### src/rtl/core/rsb_pkg.sv
// shared types and constants for the run-length sprite blitter
package rsb_pkg;

    localparam int ADDR_BITS  = 20;
    localparam int PIXEL_BITS = 16;

    typedef enum logic [2:0] {
        PH_HEADER = 3'd0,
        PH_SKIP1  = 3'd1,
        PH_SKIP2  = 3'd2,
        PH_COUNT  = 3'd3,
        PH_RUN    = 3'd4,
        PH_PIXEL  = 3'd5
    } phase_t;

    typedef enum logic [2:0] {
        CFG_LINE_WIDTH  = 3'd0,
        CFG_CLIP_LEFT   = 3'd1,
        CFG_CLIP_RIGHT  = 3'd2,
        CFG_CLIP_TOP    = 3'd3,
        CFG_CLIP_BOTTOM = 3'd4
    } cfg_index_t;

    typedef struct packed {
        logic [15:0]        stream_word;
        logic               sprite_start;
        logic signed [11:0] pos_x;
        logic signed [11:0] pos_y;
        logic               mirror;
    } in_item_t;

    typedef struct packed {
        logic [ADDR_BITS-1:0]  write_addr;
        logic [PIXEL_BITS-1:0] write_data;
    } out_item_t;

    // one visible pixel handed from the parser to the address stage
    typedef struct packed {
        logic signed [11:0]    row;
        logic signed [11:0]    col;
        logic [PIXEL_BITS-1:0] data;
    } pix_cmd_t;

    typedef struct packed {
        logic [10:0] line_width;
        logic [10:0] clip_left;
        logic [10:0] clip_right;
        logic [9:0]  clip_top;
        logic [9:0]  clip_bottom;
    } cfg_t;

    // saturate a 14-bit signed sum to 12 bits
    function automatic logic signed [11:0] sat12(input logic signed [13:0] v);
        logic signed [11:0] r;
        if (v > 14'sd2047)
            r = 12'sd2047;
        else if (v < -14'sd2048)
            r = -12'sd2048;
        else
            r = v[11:0];
        return r;
    endfunction

endpackage

### src/rtl/core/rsb_front.sv
// stream parser: tracks the sprite format and emits visible pixel commands
module rsb_front (
    input  logic              clk,
    input  logic              rst_n,
    input  rsb_pkg::cfg_t     cfg,
    input  logic              in_valid,
    output logic              in_stall,
    input  rsb_pkg::in_item_t in_item,
    output logic              cmd_valid,
    input  logic              cmd_stall,
    output rsb_pkg::pix_cmd_t cmd
);
    import rsb_pkg::*;

    phase_t             phase_reg, phase_next;
    logic [7:0]         lines_reg, lines_next;
    logic [7:0]         runs_reg, runs_next;
    logic [7:0]         pix_reg, pix_next;
    logic signed [11:0] row_reg, row_next;
    logic signed [11:0] col_reg, col_next;
    logic signed [11:0] org_reg, org_next;
    logic               mir_reg, mir_next;
    logic               rej_reg, rej_next;
    logic               take;
    logic               vis;

    // visible when the sprite is not rejected and the pen is inside the clip rectangle
    always_comb
    begin
        vis = !rej_reg
            && (row_reg >= $signed({2'b00, cfg.clip_top}))
            && (row_reg <= $signed({2'b00, cfg.clip_bottom}))
            && (col_reg >= $signed({1'b0, cfg.clip_left}))
            && (col_reg <  $signed({1'b0, cfg.clip_right}));
    end

    assign in_stall = cmd_stall;
    assign take     = in_valid && !cmd_stall;

    // parser next state
    always_comb
    begin
        logic signed [13:0] x, y, w, h, skip;
        logic               rej;
        phase_t             after_line;
        logic [7:0]         lines_dec;
        x          = 14'(in_item.pos_x);
        y          = 14'(in_item.pos_y);
        w          = {6'd0, in_item.stream_word[7:0]};
        h          = {6'd0, in_item.stream_word[15:8]};
        skip       = {6'd0, in_item.stream_word[7:0]};
        rej        = 1'b0;
        lines_dec  = lines_reg - 8'd1;
        after_line = (lines_dec == 8'd0) ? PH_HEADER : PH_COUNT;
        phase_next = phase_reg;
        lines_next = lines_reg;
        runs_next  = runs_reg;
        pix_next   = pix_reg;
        row_next   = row_reg;
        col_next   = col_reg;
        org_next   = org_reg;
        mir_next   = mir_reg;
        rej_next   = rej_reg;
        if (take)
        begin
            if (in_item.sprite_start)
            begin
                lines_next = in_item.stream_word[15:8];
                mir_next   = in_item.mirror;
                row_next   = in_item.pos_y;
                org_next   = in_item.mirror ? sat12(x + w - 14'sd1) : in_item.pos_x;
                col_next   = org_next;
                if (y > $signed({4'd0, cfg.clip_bottom})
                    || y + h < $signed({4'd0, cfg.clip_top}))
                    rej = 1'b1;
                if (in_item.mirror)
                begin
                    if (!(x >= $signed({3'd0, cfg.clip_left})
                          && x + w < $signed({3'd0, cfg.clip_right})))
                        rej = 1'b1;
                end
                else if (x < $signed({3'd0, cfg.clip_left}) - w
                         || x > $signed({3'd0, cfg.clip_right}))
                    rej = 1'b1;
                rej_next   = rej;
                phase_next = PH_SKIP1;
            end
            else
            begin
                case (phase_reg)
                    PH_HEADER: phase_next = PH_HEADER;
                    PH_SKIP1:  phase_next = PH_SKIP2;
                    PH_SKIP2:  phase_next = (lines_reg == 8'd0) ? PH_HEADER : PH_COUNT;
                    PH_COUNT:
                    begin
                        runs_next = in_item.stream_word[7:0];
                        col_next  = org_reg;
                        if (runs_next == 8'd0)
                        begin
                            row_next   = sat12(14'(row_reg) + 14'sd1);
                            lines_next = lines_dec;
                            phase_next = after_line;
                        end
                        else
                            phase_next = PH_RUN;
                    end
                    PH_RUN:
                    begin
                        col_next  = sat12(mir_reg ? 14'(col_reg) - skip
                                                  : 14'(col_reg) + skip);
                        pix_next  = in_item.stream_word[15:8];
                        runs_next = runs_reg - 8'd1;
                        if (pix_next != 8'd0)
                            phase_next = PH_PIXEL;
                        else if (runs_next != 8'd0)
                            phase_next = PH_RUN;
                        else
                        begin
                            row_next   = sat12(14'(row_reg) + 14'sd1);
                            lines_next = lines_dec;
                            phase_next = after_line;
                        end
                    end
                    PH_PIXEL:
                    begin
                        col_next = sat12(mir_reg ? 14'(col_reg) - 14'sd1
                                                 : 14'(col_reg) + 14'sd1);
                        pix_next = pix_reg - 8'd1;
                        if (pix_next == 8'd0)
                        begin
                            if (runs_reg != 8'd0)
                                phase_next = PH_RUN;
                            else
                            begin
                                row_next   = sat12(14'(row_reg) + 14'sd1);
                                lines_next = lines_dec;
                                phase_next = after_line;
                            end
                        end
                    end
                    default: phase_next = PH_HEADER;
                endcase
            end
        end
    end

    // parser state
    always_ff @(posedge clk or negedge rst_n)
    begin
        if (!rst_n)
        begin
            phase_reg <= PH_HEADER;
            lines_reg <= '0;
            runs_reg  <= '0;
            pix_reg   <= '0;
            row_reg   <= '0;
            col_reg   <= '0;
            org_reg   <= '0;
            mir_reg   <= 1'b0;
            rej_reg   <= 1'b0;
        end
        else
        begin
            phase_reg <= phase_next;
            lines_reg <= lines_next;
            runs_reg  <= runs_next;
            pix_reg   <= pix_next;
            row_reg   <= row_next;
            col_reg   <= col_next;
            org_reg   <= org_next;
            mir_reg   <= mir_next;
            rej_reg   <= rej_next;
        end
    end

    // pixel command toward the queue
    always_comb
    begin
        cmd_valid = in_valid && !in_item.sprite_start && phase_reg == PH_PIXEL && vis;
        cmd.row   = row_reg;
        cmd.col   = col_reg;
        cmd.data  = in_item.stream_word[PIXEL_BITS-1:0];
    end

    a_pix_phase: assert property (@(posedge clk) disable iff (!rst_n)
        cmd_valid |-> phase_reg == PH_PIXEL)
        else $error("pixel command outside pixel phase");
    a_nonzero_px: assert property (@(posedge clk) disable iff (!rst_n)
        phase_reg == PH_PIXEL |-> pix_reg != 8'd0)
        else $error("pixel phase with empty run");
    a_rej_silent: assert property (@(posedge clk) disable iff (!rst_n)
        rej_reg |-> !cmd_valid)
        else $error("rejected sprite wrote a pixel");
endmodule

### src/rtl/core/rsb_queue.sv
// two-entry queue between parser and address stage
module rsb_queue (
    input  logic              clk,
    input  logic              rst_n,
    input  logic              wr_valid,
    output logic              wr_stall,
    input  rsb_pkg::pix_cmd_t wr_data,
    output logic              rd_valid,
    input  logic              rd_stall,
    output rsb_pkg::pix_cmd_t rd_data
);
    import rsb_pkg::*;

    pix_cmd_t   mem_reg [2];
    logic       wp_reg, wp_next, rp_reg, rp_next;
    logic [1:0] cnt_reg, cnt_next;
    logic       push, pop;

    assign wr_stall = cnt_reg == 2'd2;
    assign rd_valid = cnt_reg != 2'd0;
    assign rd_data  = mem_reg[rp_reg];
    assign push     = wr_valid && !wr_stall;
    assign pop      = rd_valid && !rd_stall;

    // pointer update
    always_comb
    begin
        wp_next  = push ? !wp_reg : wp_reg;
        rp_next  = pop ? !rp_reg : rp_reg;
        cnt_next = cnt_reg + {1'b0, push} - {1'b0, pop};
    end

    always_ff @(posedge clk or negedge rst_n)
    begin
        if (!rst_n)
        begin
            wp_reg  <= 1'b0;
            rp_reg  <= 1'b0;
            cnt_reg <= '0;
        end
        else
        begin
            wp_reg  <= wp_next;
            rp_reg  <= rp_next;
            cnt_reg <= cnt_next;
        end
    end

    // storage
    always_ff @(posedge clk)
    begin
        if (push)
            mem_reg[wp_reg] <= wr_data;
    end

    a_no_over: assert property (@(posedge clk) disable iff (!rst_n)
        cnt_reg <= 2'd2)
        else $error("queue count overflow");
    a_ptr_eq: assert property (@(posedge clk) disable iff (!rst_n)
        (cnt_reg == 2'd0 || cnt_reg == 2'd2) |-> wp_reg == rp_reg)
        else $error("queue pointers out of step");
    a_full_hold: assert property (@(posedge clk) disable iff (!rst_n)
        (cnt_reg == 2'd2 && rd_stall) |=> cnt_reg == 2'd2)
        else $error("full queue lost an entry");
endmodule

### src/rtl/core/rsb_back.sv
// address stage: row times stride plus column, registered output
module rsb_back (
    input  logic                 clk,
    input  logic                 rst_n,
    input  rsb_pkg::cfg_t        cfg,
    input  logic                 cmd_valid,
    output logic                 cmd_stall,
    input  rsb_pkg::pix_cmd_t    cmd,
    output logic                 out_valid,
    input  logic                 out_stall,
    output rsb_pkg::out_item_t   out_item
);
    import rsb_pkg::*;

    logic               valid_reg, valid_next;
    out_item_t          item_reg, item_next;
    logic [21:0]        prod;

    assign cmd_stall = valid_reg && out_stall;
    assign out_valid = valid_reg;
    assign out_item  = item_reg;

    // visible rows are nonnegative and below 1024, visible columns nonnegative and below 2047
    always_comb
    begin
        prod       = 22'(cmd.row[10:0] * cfg.line_width) + 22'(cmd.col[10:0]);
        valid_next = cmd_stall ? valid_reg : cmd_valid;
        item_next  = item_reg;
        if (!cmd_stall && cmd_valid)
        begin
            item_next.write_addr = prod[ADDR_BITS-1:0];
            item_next.write_data = cmd.data;
        end
    end

    always_ff @(posedge clk or negedge rst_n)
    begin
        if (!rst_n)
            valid_reg <= 1'b0;
        else
            valid_reg <= valid_next;
    end

    always_ff @(posedge clk)
    begin
        item_reg <= item_next;
    end

    a_hold: assert property (@(posedge clk) disable iff (!rst_n)
        (valid_reg && out_stall) |=> valid_reg && $stable(item_reg))
        else $error("stalled result changed");
    a_take: assert property (@(posedge clk) disable iff (!rst_n)
        (cmd_valid && !cmd_stall) |=> valid_reg)
        else $error("accepted command not shown");
    a_vis: assert property (@(posedge clk) disable iff (!rst_n)
        cmd_valid |-> !cmd.row[11] && !cmd.col[11])
        else $error("negative position reached address stage");
endmodule

### src/rtl/core/rle_sprite_clip_blitter.sv
// top level of the run-length sprite blitter with clipping
//
// Usage: sprite stream words enter on the in channel (in_valid/in_stall,
// payload in_item), one word per transfer. A word with sprite_start set is a
// header and also carries pos_x, pos_y and mirror. Framebuffer writes leave on
// the out channel (out_valid/out_stall, payload out_item).
// Throughput: one stream word per cycle while in_stall is low; each word updates
// the parser counters and at most one write results.
// Path: a visible pixel transfer is registered in the queue and then in the
// address multiply stage before it shows as a write.
// Configuration: cfg_we/cfg_index/cfg_data write line_width and clip limits;
// write only while the block is idle.
// Reset: parser waits for a header, queue and output are empty, registers take
// line width 320 and clip rectangle 0..319 by 0..239.
// Stall: when out_stall holds, the output register keeps its write, the queue
// fills, and in_stall rises once the queue is full.
module rle_sprite_clip_blitter (
    input  logic               clk,
    input  logic               rst_n,
    input  logic               cfg_we,
    input  logic [2:0]         cfg_index,
    input  logic [10:0]        cfg_data,
    input  logic               in_valid,
    output logic               in_stall,
    input  rsb_pkg::in_item_t  in_item,
    output logic               out_valid,
    input  logic               out_stall,
    output rsb_pkg::out_item_t out_item
);
    import rsb_pkg::*;

    cfg_t     cfg_reg, cfg_next;
    logic     f_valid, f_stall, q_valid, q_stall;
    pix_cmd_t f_cmd, q_cmd;

    // configuration writes
    always_comb
    begin
        cfg_next = cfg_reg;
        if (cfg_we)
        begin
            case (cfg_index)
                CFG_LINE_WIDTH:  cfg_next.line_width  = cfg_data;
                CFG_CLIP_LEFT:   cfg_next.clip_left   = cfg_data;
                CFG_CLIP_RIGHT:  cfg_next.clip_right  = cfg_data;
                CFG_CLIP_TOP:    cfg_next.clip_top    = cfg_data[9:0];
                CFG_CLIP_BOTTOM: cfg_next.clip_bottom = cfg_data[9:0];
                default:         cfg_next = cfg_reg;
            endcase
        end
    end

    always_ff @(posedge clk or negedge rst_n)
    begin
        if (!rst_n)
        begin
            cfg_reg.line_width  <= 11'd320;
            cfg_reg.clip_left   <= 11'd0;
            cfg_reg.clip_right  <= 11'd320;
            cfg_reg.clip_top    <= 10'd0;
            cfg_reg.clip_bottom <= 10'd239;
        end
        else
            cfg_reg <= cfg_next;
    end

    rsb_front u_front (
        .clk       (clk),
        .rst_n     (rst_n),
        .cfg       (cfg_reg),
        .in_valid  (in_valid),
        .in_stall  (in_stall),
        .in_item   (in_item),
        .cmd_valid (f_valid),
        .cmd_stall (f_stall),
        .cmd       (f_cmd)
    );

    rsb_queue u_queue (
        .clk      (clk),
        .rst_n    (rst_n),
        .wr_valid (f_valid),
        .wr_stall (f_stall),
        .wr_data  (f_cmd),
        .rd_valid (q_valid),
        .rd_stall (q_stall),
        .rd_data  (q_cmd)
    );

    rsb_back u_back (
        .clk       (clk),
        .rst_n     (rst_n),
        .cfg       (cfg_reg),
        .cmd_valid (q_valid),
        .cmd_stall (q_stall),
        .cmd       (q_cmd),
        .out_valid (out_valid),
        .out_stall (out_stall),
        .out_item  (out_item)
    );
endmodule
### config.mk
export PLATFORM = sky130hd
export DESIGN_NAME = rle_sprite_clip_blitter
export DESIGN_NICKNAME = d
export VERILOG_FILES = /design/src/rtl/core/rsb_pkg.sv /design/src/rtl/core/rsb_front.sv /design/src/rtl/core/rsb_queue.sv /design/src/rtl/core/rsb_back.sv /design/src/rtl/core/rle_sprite_clip_blitter.sv
export SDC_FILE = /design/constraint.sdc
export NUM_CORES = 1
export LEC_CHECK = 0
export BUFFER_PORTS_ARGS = -buffer_cell sky130_fd_sc_hd__buf_4
export CAP_MARGIN = 10
export CELL_PAD_IN_SITES_DETAIL_PLACEMENT = 1
export CELL_PAD_IN_SITES_GLOBAL_PLACEMENT = 1
export CORE_MARGIN = 3
export CORE_UTILIZATION = 42
export CTS_BUF_LIST = sky130_fd_sc_hd__clkbuf_8
export CTS_CLUSTER_DIAMETER = 60
export DETAILED_ROUTE_END_ITERATION = 12
export PLACE_DENSITY_LB_ADDON = 0.05
export SYNTH_ARGS = -nofsm -noshare
export SYNTH_HDL_FRONTEND = slang
export SYNTH_HIERARCHICAL = 1
export SYNTH_SLANG_ARGS = --single-unit
### constraint.sdc
create_clock -name clk -period 11.75 [get_ports clk]
set_input_delay 1.7625 -clock clk [delete_from_list [all_inputs] [get_ports clk]]
set_output_delay 1.7625 -clock clk [all_outputs]
set_load 0.1 [all_outputs]
# After elaboration in Yosys (flattened, before gate mapping)
# Memory sizes are Yosys's and may differ from the RTL's.
# Cells that the tools add are included.
# totals
register_bits,159
ram_bits,80
in_bits,61
output_inout_bits,38
wordCells,158
memories,1
# mem_list
name,words,word_bits,read_ports,rd_clocked_by_memory_dff,wr,line_no,text
u_queue.mem_reg,2,40,1,0,1,rsb_queue.sv:14,pix_cmd_t mem_reg [2];
# classes
addsub,15
mul,1
magnitude_cmp,18
eq_ne,15
muxes,44
n_bitwise,1
n_reduce_logical,43
# ops
cell,n
$mux 12,16
$pmux 12 s3,2
$gt 14x12->1 const B,4
$lt 14x12->1 const B,4
$mux 8,6
$add 12x9->13,3
$logic_not 8->1,4
$pmux 8 s2,2
$mux 14,2
$add 12x2->13 const B,2
$ge 12x12->1,2
$lt 12x12->1,2
$pmux 8 s3,1
$reduce_bool 8->1,3
$sub 8x1->8 const B,3
$add 20x11->20,1
$mul 11x11->20,1
$mux 3,6
$reduce_and 2->1,8
$pmux 3 s5,1
$lt 14x11->1,1
$lt 14x12->1,1
$sub 14x2->14 const B,1
$sub 12x2->13 const B,1
25 further kinds,60

# Depth between registers and ports, before layout
# Gate-level depths: netlist of run 1.
# logic_depth
depth_word,9
depth_mapped,22
ltp_nobuf,22

# Modules after synthesis
# The synthesis of run 1 kept the hierarchy.
# by_module_without_submodules
module,instances,cells_per_inst,area_each_um2,seq_area_each_um2
rsb_front,1,1260,9755.6,1626.6
rsb_back,1,558,5400.2,1106.1
rsb_queue,1,143,3298.2,2502.4
rle_sprite_clip_blitter,1,116,2125.8,1340.0

# Least setup slack after synthesis of run 1
# No wires, ideal clock.
# synth_path
kind,reg-to-reg
from,reg u_queue.rp_reg
to,"reg u_back.item_reg, in the netlist u_back/out_item[34], data pin"
setup_ns,0.135
t_arrival_ns,5.389
t_required_ns,11.615
path_slack_ns,6.227
stages_incl_launch_ff,19
n_path_buf,3
period_less_slack_ns,5.523
path_cell_list,dfrtp_1 -> buf_6 -> buf_12 -> mux2_4 -> clkbuf_1 -> and2_1 -> fa_1 -> fa_1 -> fa_1 -> fa_1 -> inv_1 -> fa_1 -> inv_1 -> ha_1 -> a21oi_2 -> o22ai_2 -> a221o_1 -> or4b_1 -> nand3_1
# synth_lines
item,line_no,text
"start, declared",rsb_queue.sv:15,"logic wp_reg, wp_next, rp_reg, rp_next;"
"start signal, assigned",rsb_queue.sv:44,rp_reg <= rp_next;
"end signal, assigned",rsb_back.sv:46,item_reg <= item_next;
"end, declared",rsb_back.sv:16,"out_item_t item_reg, item_next;"

==> results.rst, run 1 <==
.. list-table::
   :header-rows: 1

   * - Metric
     - Value
   * - Outcome
     - finished, final reports clean
   * - Clock-pin slew of the registers on the worst-case setup and hold paths
     - 60 ps
   * - Post-route clock skew
     - 48.6 ps
   * - Number of buffers created by CTS
     - 49
   * - Routed wire length
     - 62,500 µm
   * - Avg Synthesized Cell Area
     - 9.87 µm²
   * - Wire length of the first global-routing pass
     - 97,800 µm
   * - TritonCTS clock tree
     - built
   * - CORE AREA
     - 0.0479 mm²
   * - Type of the worst setup path
     - reg -> reg
   * - Number of pins with negative max-slew slack in the final report
     - 0
   * - Pre-antenna DRT Iters
     - 7
   * - Max-cap viol count
     - 0
   * - Post-CTS Hold Buffers
     - 0
   * - Remaining max-slew budget at the tightest pin
     - 14.4%
   * - Warnings from Yosys
     - 6
   * - Iter 0 DRT Violations
     - 733
   * - Maximum achievable frequency
     - 160 MHz
   * - Estimated wirelength of the detail-placed design
     - 48,500 µm
   * - Final ANT Viol Nets
     - 0
   * - Buffer cell driving the clock tree root
     - clkbuf_8
   * - Clock tree buffer depth
     - 3
   * - Shortest period the worst path allows
     - 6250 ps
   * - Site Rows
     - 80
   * - Kind of end point of the critical path
     - flop
   * - Layout cell share with drive strength beyond 1
     - 15.0%
   * - Post-route clock period utilization
     - 53.2%
   * - Number of buffers inserted to repair setup after CTS
     - 0
   * - Chip Width
     - 227 µm
   * - Biggest fanout along the worst timing path
     - 37
   * - Ports
     - 99
   * - Latest clock arrival within the worst-skew pair
     - 650 ps
   * - Die outline height
     - 227 µm
   * - Post-DR wirelength/cell
     - 22.4 µm
   * - Die ar.
     - 0.0513 mm²
   * - DRC Markers
     - 0
   * - Max reg flops
     - 76
   * - Buffers on Ports
     - 98
   * - Setup total negative slack
     - 0 ps
   * - Post-CTS resize count
     - 0
   * - Slew at the pin closest to its max-slew limit
     - 1280 ps
   * - Kind of start point of the critical path
     - flop
   * - Starting density of the core
     - 42.6%
   * - Unrepaired setup endpoints after global routing
     - no
   * - Worst EP required
     - 12,110 ps
   * - Average vias per placed instance
     - 5.69
   * - Global Route Usage Sum
     - 24.6%
   * - Number of global-route vias before repair
     - 17,254
   * - Cells after synthesis
     - 2,071
   * - Final net count
     - 2,503
   * - Initial antenna violation count
     - 1
   * - Total global routing overflow
     - 0
   * - Finish-stage setup viols
     - 0
   * - Pin count of the biggest net entering global routing
     - 68
   * - Post-synth net total
     - 2,437
   * - Gp weighted congestion
     - 0.871
   * - Count of vias placed by the detailed router
     - 15,899
   * - Clock Sink Count
     - 235
   * - Worst EP arrival
     - 6610 ps
   * - Layout overhead on the synthesized area
     - 10.5%
   * - H-tree levels
     - 2
   * - Number of hold violations in the final report
     - 0
   * - Cell area after synthesis
     - 0.0204 mm²
   * - Classification of the worst-slack hold path
     - reg -> reg
layer usage:
layer | vias to the layer above | track usage, % | routed length, µm
met3 | 86 | 2.85 | 1930
met1 | 8086 | 31.2 | 27700
met4 | 0 | 6.89 | 1490
met5 | - | 0 | 0
met2 | 245 | 44.4 | 31300
li1 | 7482 | - | -
metrics by stage:
step | instance area, µm² | instances | hold WS [ps] | util, % | setup slack, ps
4_1_cts | 22600 | 2793 | 498 | 47.1 | 5430
6_report | 22600 | 2794 | 494 | 47.1 | 5500
3_5_place_dp | 21500 | 2701 | 481 | 44.9 | 5480
2_1_floorplan | 20400 | 2071 | 447 | - | 6230
5_1_grt | 22600 | 2794 | 520 | 47.1 | 5240
3_3_place_gp | 21500 | 2701 | 473 | 44.9 | 5580
path summary, 6_finish.rpt:
kind	from	to	slack, ps	depth (start not counted)
min in group asynchronous	rst_n	u_front/lines_reg[0]$_DFFE_PN0P_	1110	1
worst max register to register	u_queue/rp_reg$_DFFE_PN0P_	u_back/out_item[31]$_DFFE_PP_	5500	15
worst min register to register	u_front/org_reg[10]$_DFFE_PN0P_	u_front/org_reg[10]$_DFFE_PN0P_	490	2
max in group asynchronous	rst_n	cfg_reg[20]$_DFFE_PN0P_	9280	2
worst min-delay path	u_front/org_reg[10]$_DFFE_PN0P_	u_front/org_reg[10]$_DFFE_PN0P_	490	2
worst max-delay path	u_queue/rp_reg$_DFFE_PN0P_	u_back/out_item[31]$_DFFE_PP_	5500	15
critical path, cell delays in order, from the launching register on:
cell      delay (ps)
dfrtp_2          390
buf_4            610
mux2_4           420
and2_1           180
fa_1             540
fa_1             520
fa_1             520
fa_1             550
inv_1             60
fa_1             530
inv_1             40
ha_1             350
and4_1           280
a21boi_1         410
nor2_1           140
o311a_1          360
cell usage in the layout, fill, tap and decap left out, types with 14 or more instances in the layout:
cell	count
edfxtp_1	112
dfrtp_1	111
a21oi_1	114
mux2_2	36
mux2_4	58
nor2_1	93
xor2_1	20
o31ai_1	18
o21a_1	34
nor2b_1	22
or3_1	17
a211oi_1	24
o211ai_1	22
clkbuf_8	54
fa_1	95
a21o_1	23
nand2b_1	24
buf_4	106
inv_1	232
xnor2_1	55
nand2_1	175
and3_1	16
nand4_1	19
or4_1	14
nand3_1	39
o21ai_0	95
and2_1	55
ha_1	210
nor3_1	41
final cells by class:
class / instances / area, µm²
Timing Repair Buffer: 107 / 807
Inverter: 221 / 830
Tap cell: 615 / 769
Clock inverter: 38 / 332
Clock buffer: 54 / 743
Sequential cell: 235 / 6460
Fill cell: 5367 / 25400
Multi-Input combinational cell: 1523 / 12600
Antenna cell: 1 / 2.50
Power of run 1 is left out: the tool's default activity adds up to more than one toggle a clock period on the data nets, which glitch-free logic cannot reach.
==> inputs of run 2 (changes only) <==
Settings changed: ABC_AREA from default to 1.
Clock period 11.75 ns to 6 ns, I/O delays scaled along.
==> run 2 against run 1 <==
Against the previous run: global-route usage rose by 0.43 points; non-clock buffer count rose by 10; area after synthesis rose by 1.2%; largest cell class unchanged; hold slack got worse by 180 ps; worst setup slack got worse by 5100 ps; critical endpoint is now u_back/out_item[29]$_DFFE_PP_.
==> results.rst, run 2 <==
.. list-table::
   :header-rows: 1

   * - Metric
     - Value
   * - H-tree levels
     - 2
   * - Pre-antenna DRT Iters
     - 7
   * - Average vias per placed instance
     - 5.18
   * - DP Worst Slack
     - 464 ps
   * - Max reg flops
     - 76
   * - Unrepaired setup endpoints after global routing
     - no
   * - Shortest period the worst path allows
     - 5550 ps
   * - Worst EP arrival
     - 5920 ps
   * - Number of hold violations in the final report
     - 0
   * - Seq. cell area
     - 0.00645 mm²
   * - Type of the worst setup path
     - reg -> reg
   * - Slew at the pin closest to its max-slew limit
     - 867 ps
   * - Site Rows
     - 80
   * - Final net count
     - 3,148
   * - Final critical-path setup slack
     - 454 ps
   * - Latest clock arrival within the worst-skew pair
     - 640 ps
   * - Die outline height
     - 228 µm
   * - Commonest cells after routing, fill and taps aside
     - nand2_1 (846), inv_1 (460), ha_1 (210)
   * - Kind of start point of the critical path
     - flop
   * - Pin count of the biggest net entering global routing
     - 52
   * - Number of pins with negative max-slew slack in the final report
     - 0
   * - Clock-pin slew of the registers on the worst-case setup and hold paths
     - 60 ps
   * - Maximum achievable frequency
     - 180 MHz
   * - DRC Markers
     - 0
   * - Starting density of the core
     - 43.0%
   * - Post-route clock skew
     - 47.0 ps
   * - Outcome
     - finished, final reports clean
   * - Classification of the worst-slack hold path
     - in -> async
   * - Buffer cell driving the clock tree root
     - clkbuf_8
   * - Final-layout fill cell count
     - 6,033
   * - Instance area after placement
     - 0.0219 mm²
   * - Number of buffers created by CTS
     - 46
   * - Clock tree buffer depth
     - 3
   * - Post-DR wirelength/cell
     - 18.8 µm
   * - Max-cap viol count
     - 0
   * - Die ar.
     - 0.0520 mm²
   * - Setup total negative slack
     - 0 ps
   * - Clock Sink Count
     - 235
   * - Post-CTS Hold Buffers
     - 0
   * - Routed wire length
     - 65,500 µm
   * - Multi-input gate area in the final layout
     - 0.0120 mm²
   * - Iter 0 DRT Violations
     - 823
   * - Avg Synthesized Cell Area
     - 7.67 µm²
   * - CORE AREA
     - 0.0481 mm²
   * - Buffers on Ports
     - 98
   * - Finish-stage setup viols
     - 0
   * - Post-route clock period utilization
     - 92.4%
   * - Layout overhead on the synthesized area
     - 11.2%
   * - Estimated wirelength of the detail-placed design
     - 52,600 µm
   * - Number of global-route vias before repair
     - 19,335
   * - Worst EP required
     - 6380 ps
   * - Final ANT Viol Nets
     - 0
   * - Layout cell share with drive strength beyond 1
     - 9.01%
   * - Chip Width
     - 228 µm
   * - Total global routing overflow
     - 0
   * - Post-CTS resize count
     - 0
   * - Remaining max-slew budget at the tightest pin
     - 42.1%
   * - Global Route Usage Sum
     - 25.0%
   * - Count of vias placed by the detailed router
     - 17,999
   * - Ports
     - 99
   * - Wire length of the first global-routing pass
     - 104,000 µm
   * - Kind of end point of the critical path
     - flop
   * - Post-route cell area
     - 0.0230 mm²
   * - Number of buffers inserted to repair setup after CTS
     - 0
   * - Post-synth net total
     - 3,063
   * - Most common cell after layout, fill and taps aside
     - nand2_1
   * - Cell area after synthesis
     - 0.0207 mm²
   * - Warnings from Yosys
     - 6
   * - TritonCTS clock tree
     - built
   * - Gp weighted congestion
     - 0.868
   * - Biggest fanout along the worst timing path
     - 14
   * - Cells after synthesis
     - 2,697
   * - Initial antenna violation count
     - 1
run 2: path summary, 6_finish.rpt:
check / start / end / slack, ps / depth (start not counted)
max: u_queue/rp_reg$_DFFE_PN0P_ / u_back/out_item[29]$_DFFE_PP_ / 450 / 21
max reg2reg: u_queue/rp_reg$_DFFE_PN0P_ / u_back/out_item[29]$_DFFE_PP_ / 450 / 21
min reg2reg: cfg_reg[7]$_DFFE_PN1P_ / cfg_reg[7]$_DFFE_PN1P_ / 470 / 2
max in group asynchronous: rst_n / u_back/out_valid$_DFFE_PN0N_ / 4540 / 2
min in group clk: cfg_reg[7]$_DFFE_PN1P_ / cfg_reg[7]$_DFFE_PN1P_ / 470 / 2
min: rst_n / u_front/lines_reg[1]$_DFFE_PN0P_ / 310 / 1
run 2: cell type report:
class                      instances  share of cell area, %
clock buffer                      59                   3.53
clock inverter                    27                   1.03
sequential                       235                   28.1
inverter                         462                   7.57
tap                              656                   3.57
multi-input combinational       1920                   52.3
antenna                            1                 0.0109
timing repair buffer             117                   3.87
run 2: worst max-delay path, cell delays in order (launching register included):
cell and delay, ps:
dfrtp_1 550, buf_4 270, nand2_1 70, nand2_1 310
nand2_1 160, fa_1 540, fa_1 530, inv_1 60
fa_1 480, fa_1 550, inv_1 50, fa_1 520
inv_1 40, ha_1 340, nand2_1 170, inv_1 60
a21oi_1 190, nand2_2 130, nand2_1 110, nand2_1 60
nand2_1 60, nand2_1 40
run 2: per-layer routing:
metal | GRT usage [%] | part of all wire, % | vias up
li1 | - | - | 8765
met1 | 31.0 | 43 | 8843
met2 | 45.5 | 51 | 289
met3 | 3.19 | 3.4 | 102
met4 | 7.56 | 2.5 | 0
met5 | 0 | 0 | -
run 2: per-stage QoR:
stage | utilization (%) | instances | hold slack, ps
6_report | 47.8 | 3477 | 311
5_1_grt | 47.8 | 3476 | 331
4_1_cts | 47.7 | 3475 | 313
3_5_place_dp | 45.5 | 3389 | 460
3_3_place_gp | 45.5 | 3389 | 450
2_1_floorplan | - | 2697 | 442
Power of run 2 is left out for the same reason.
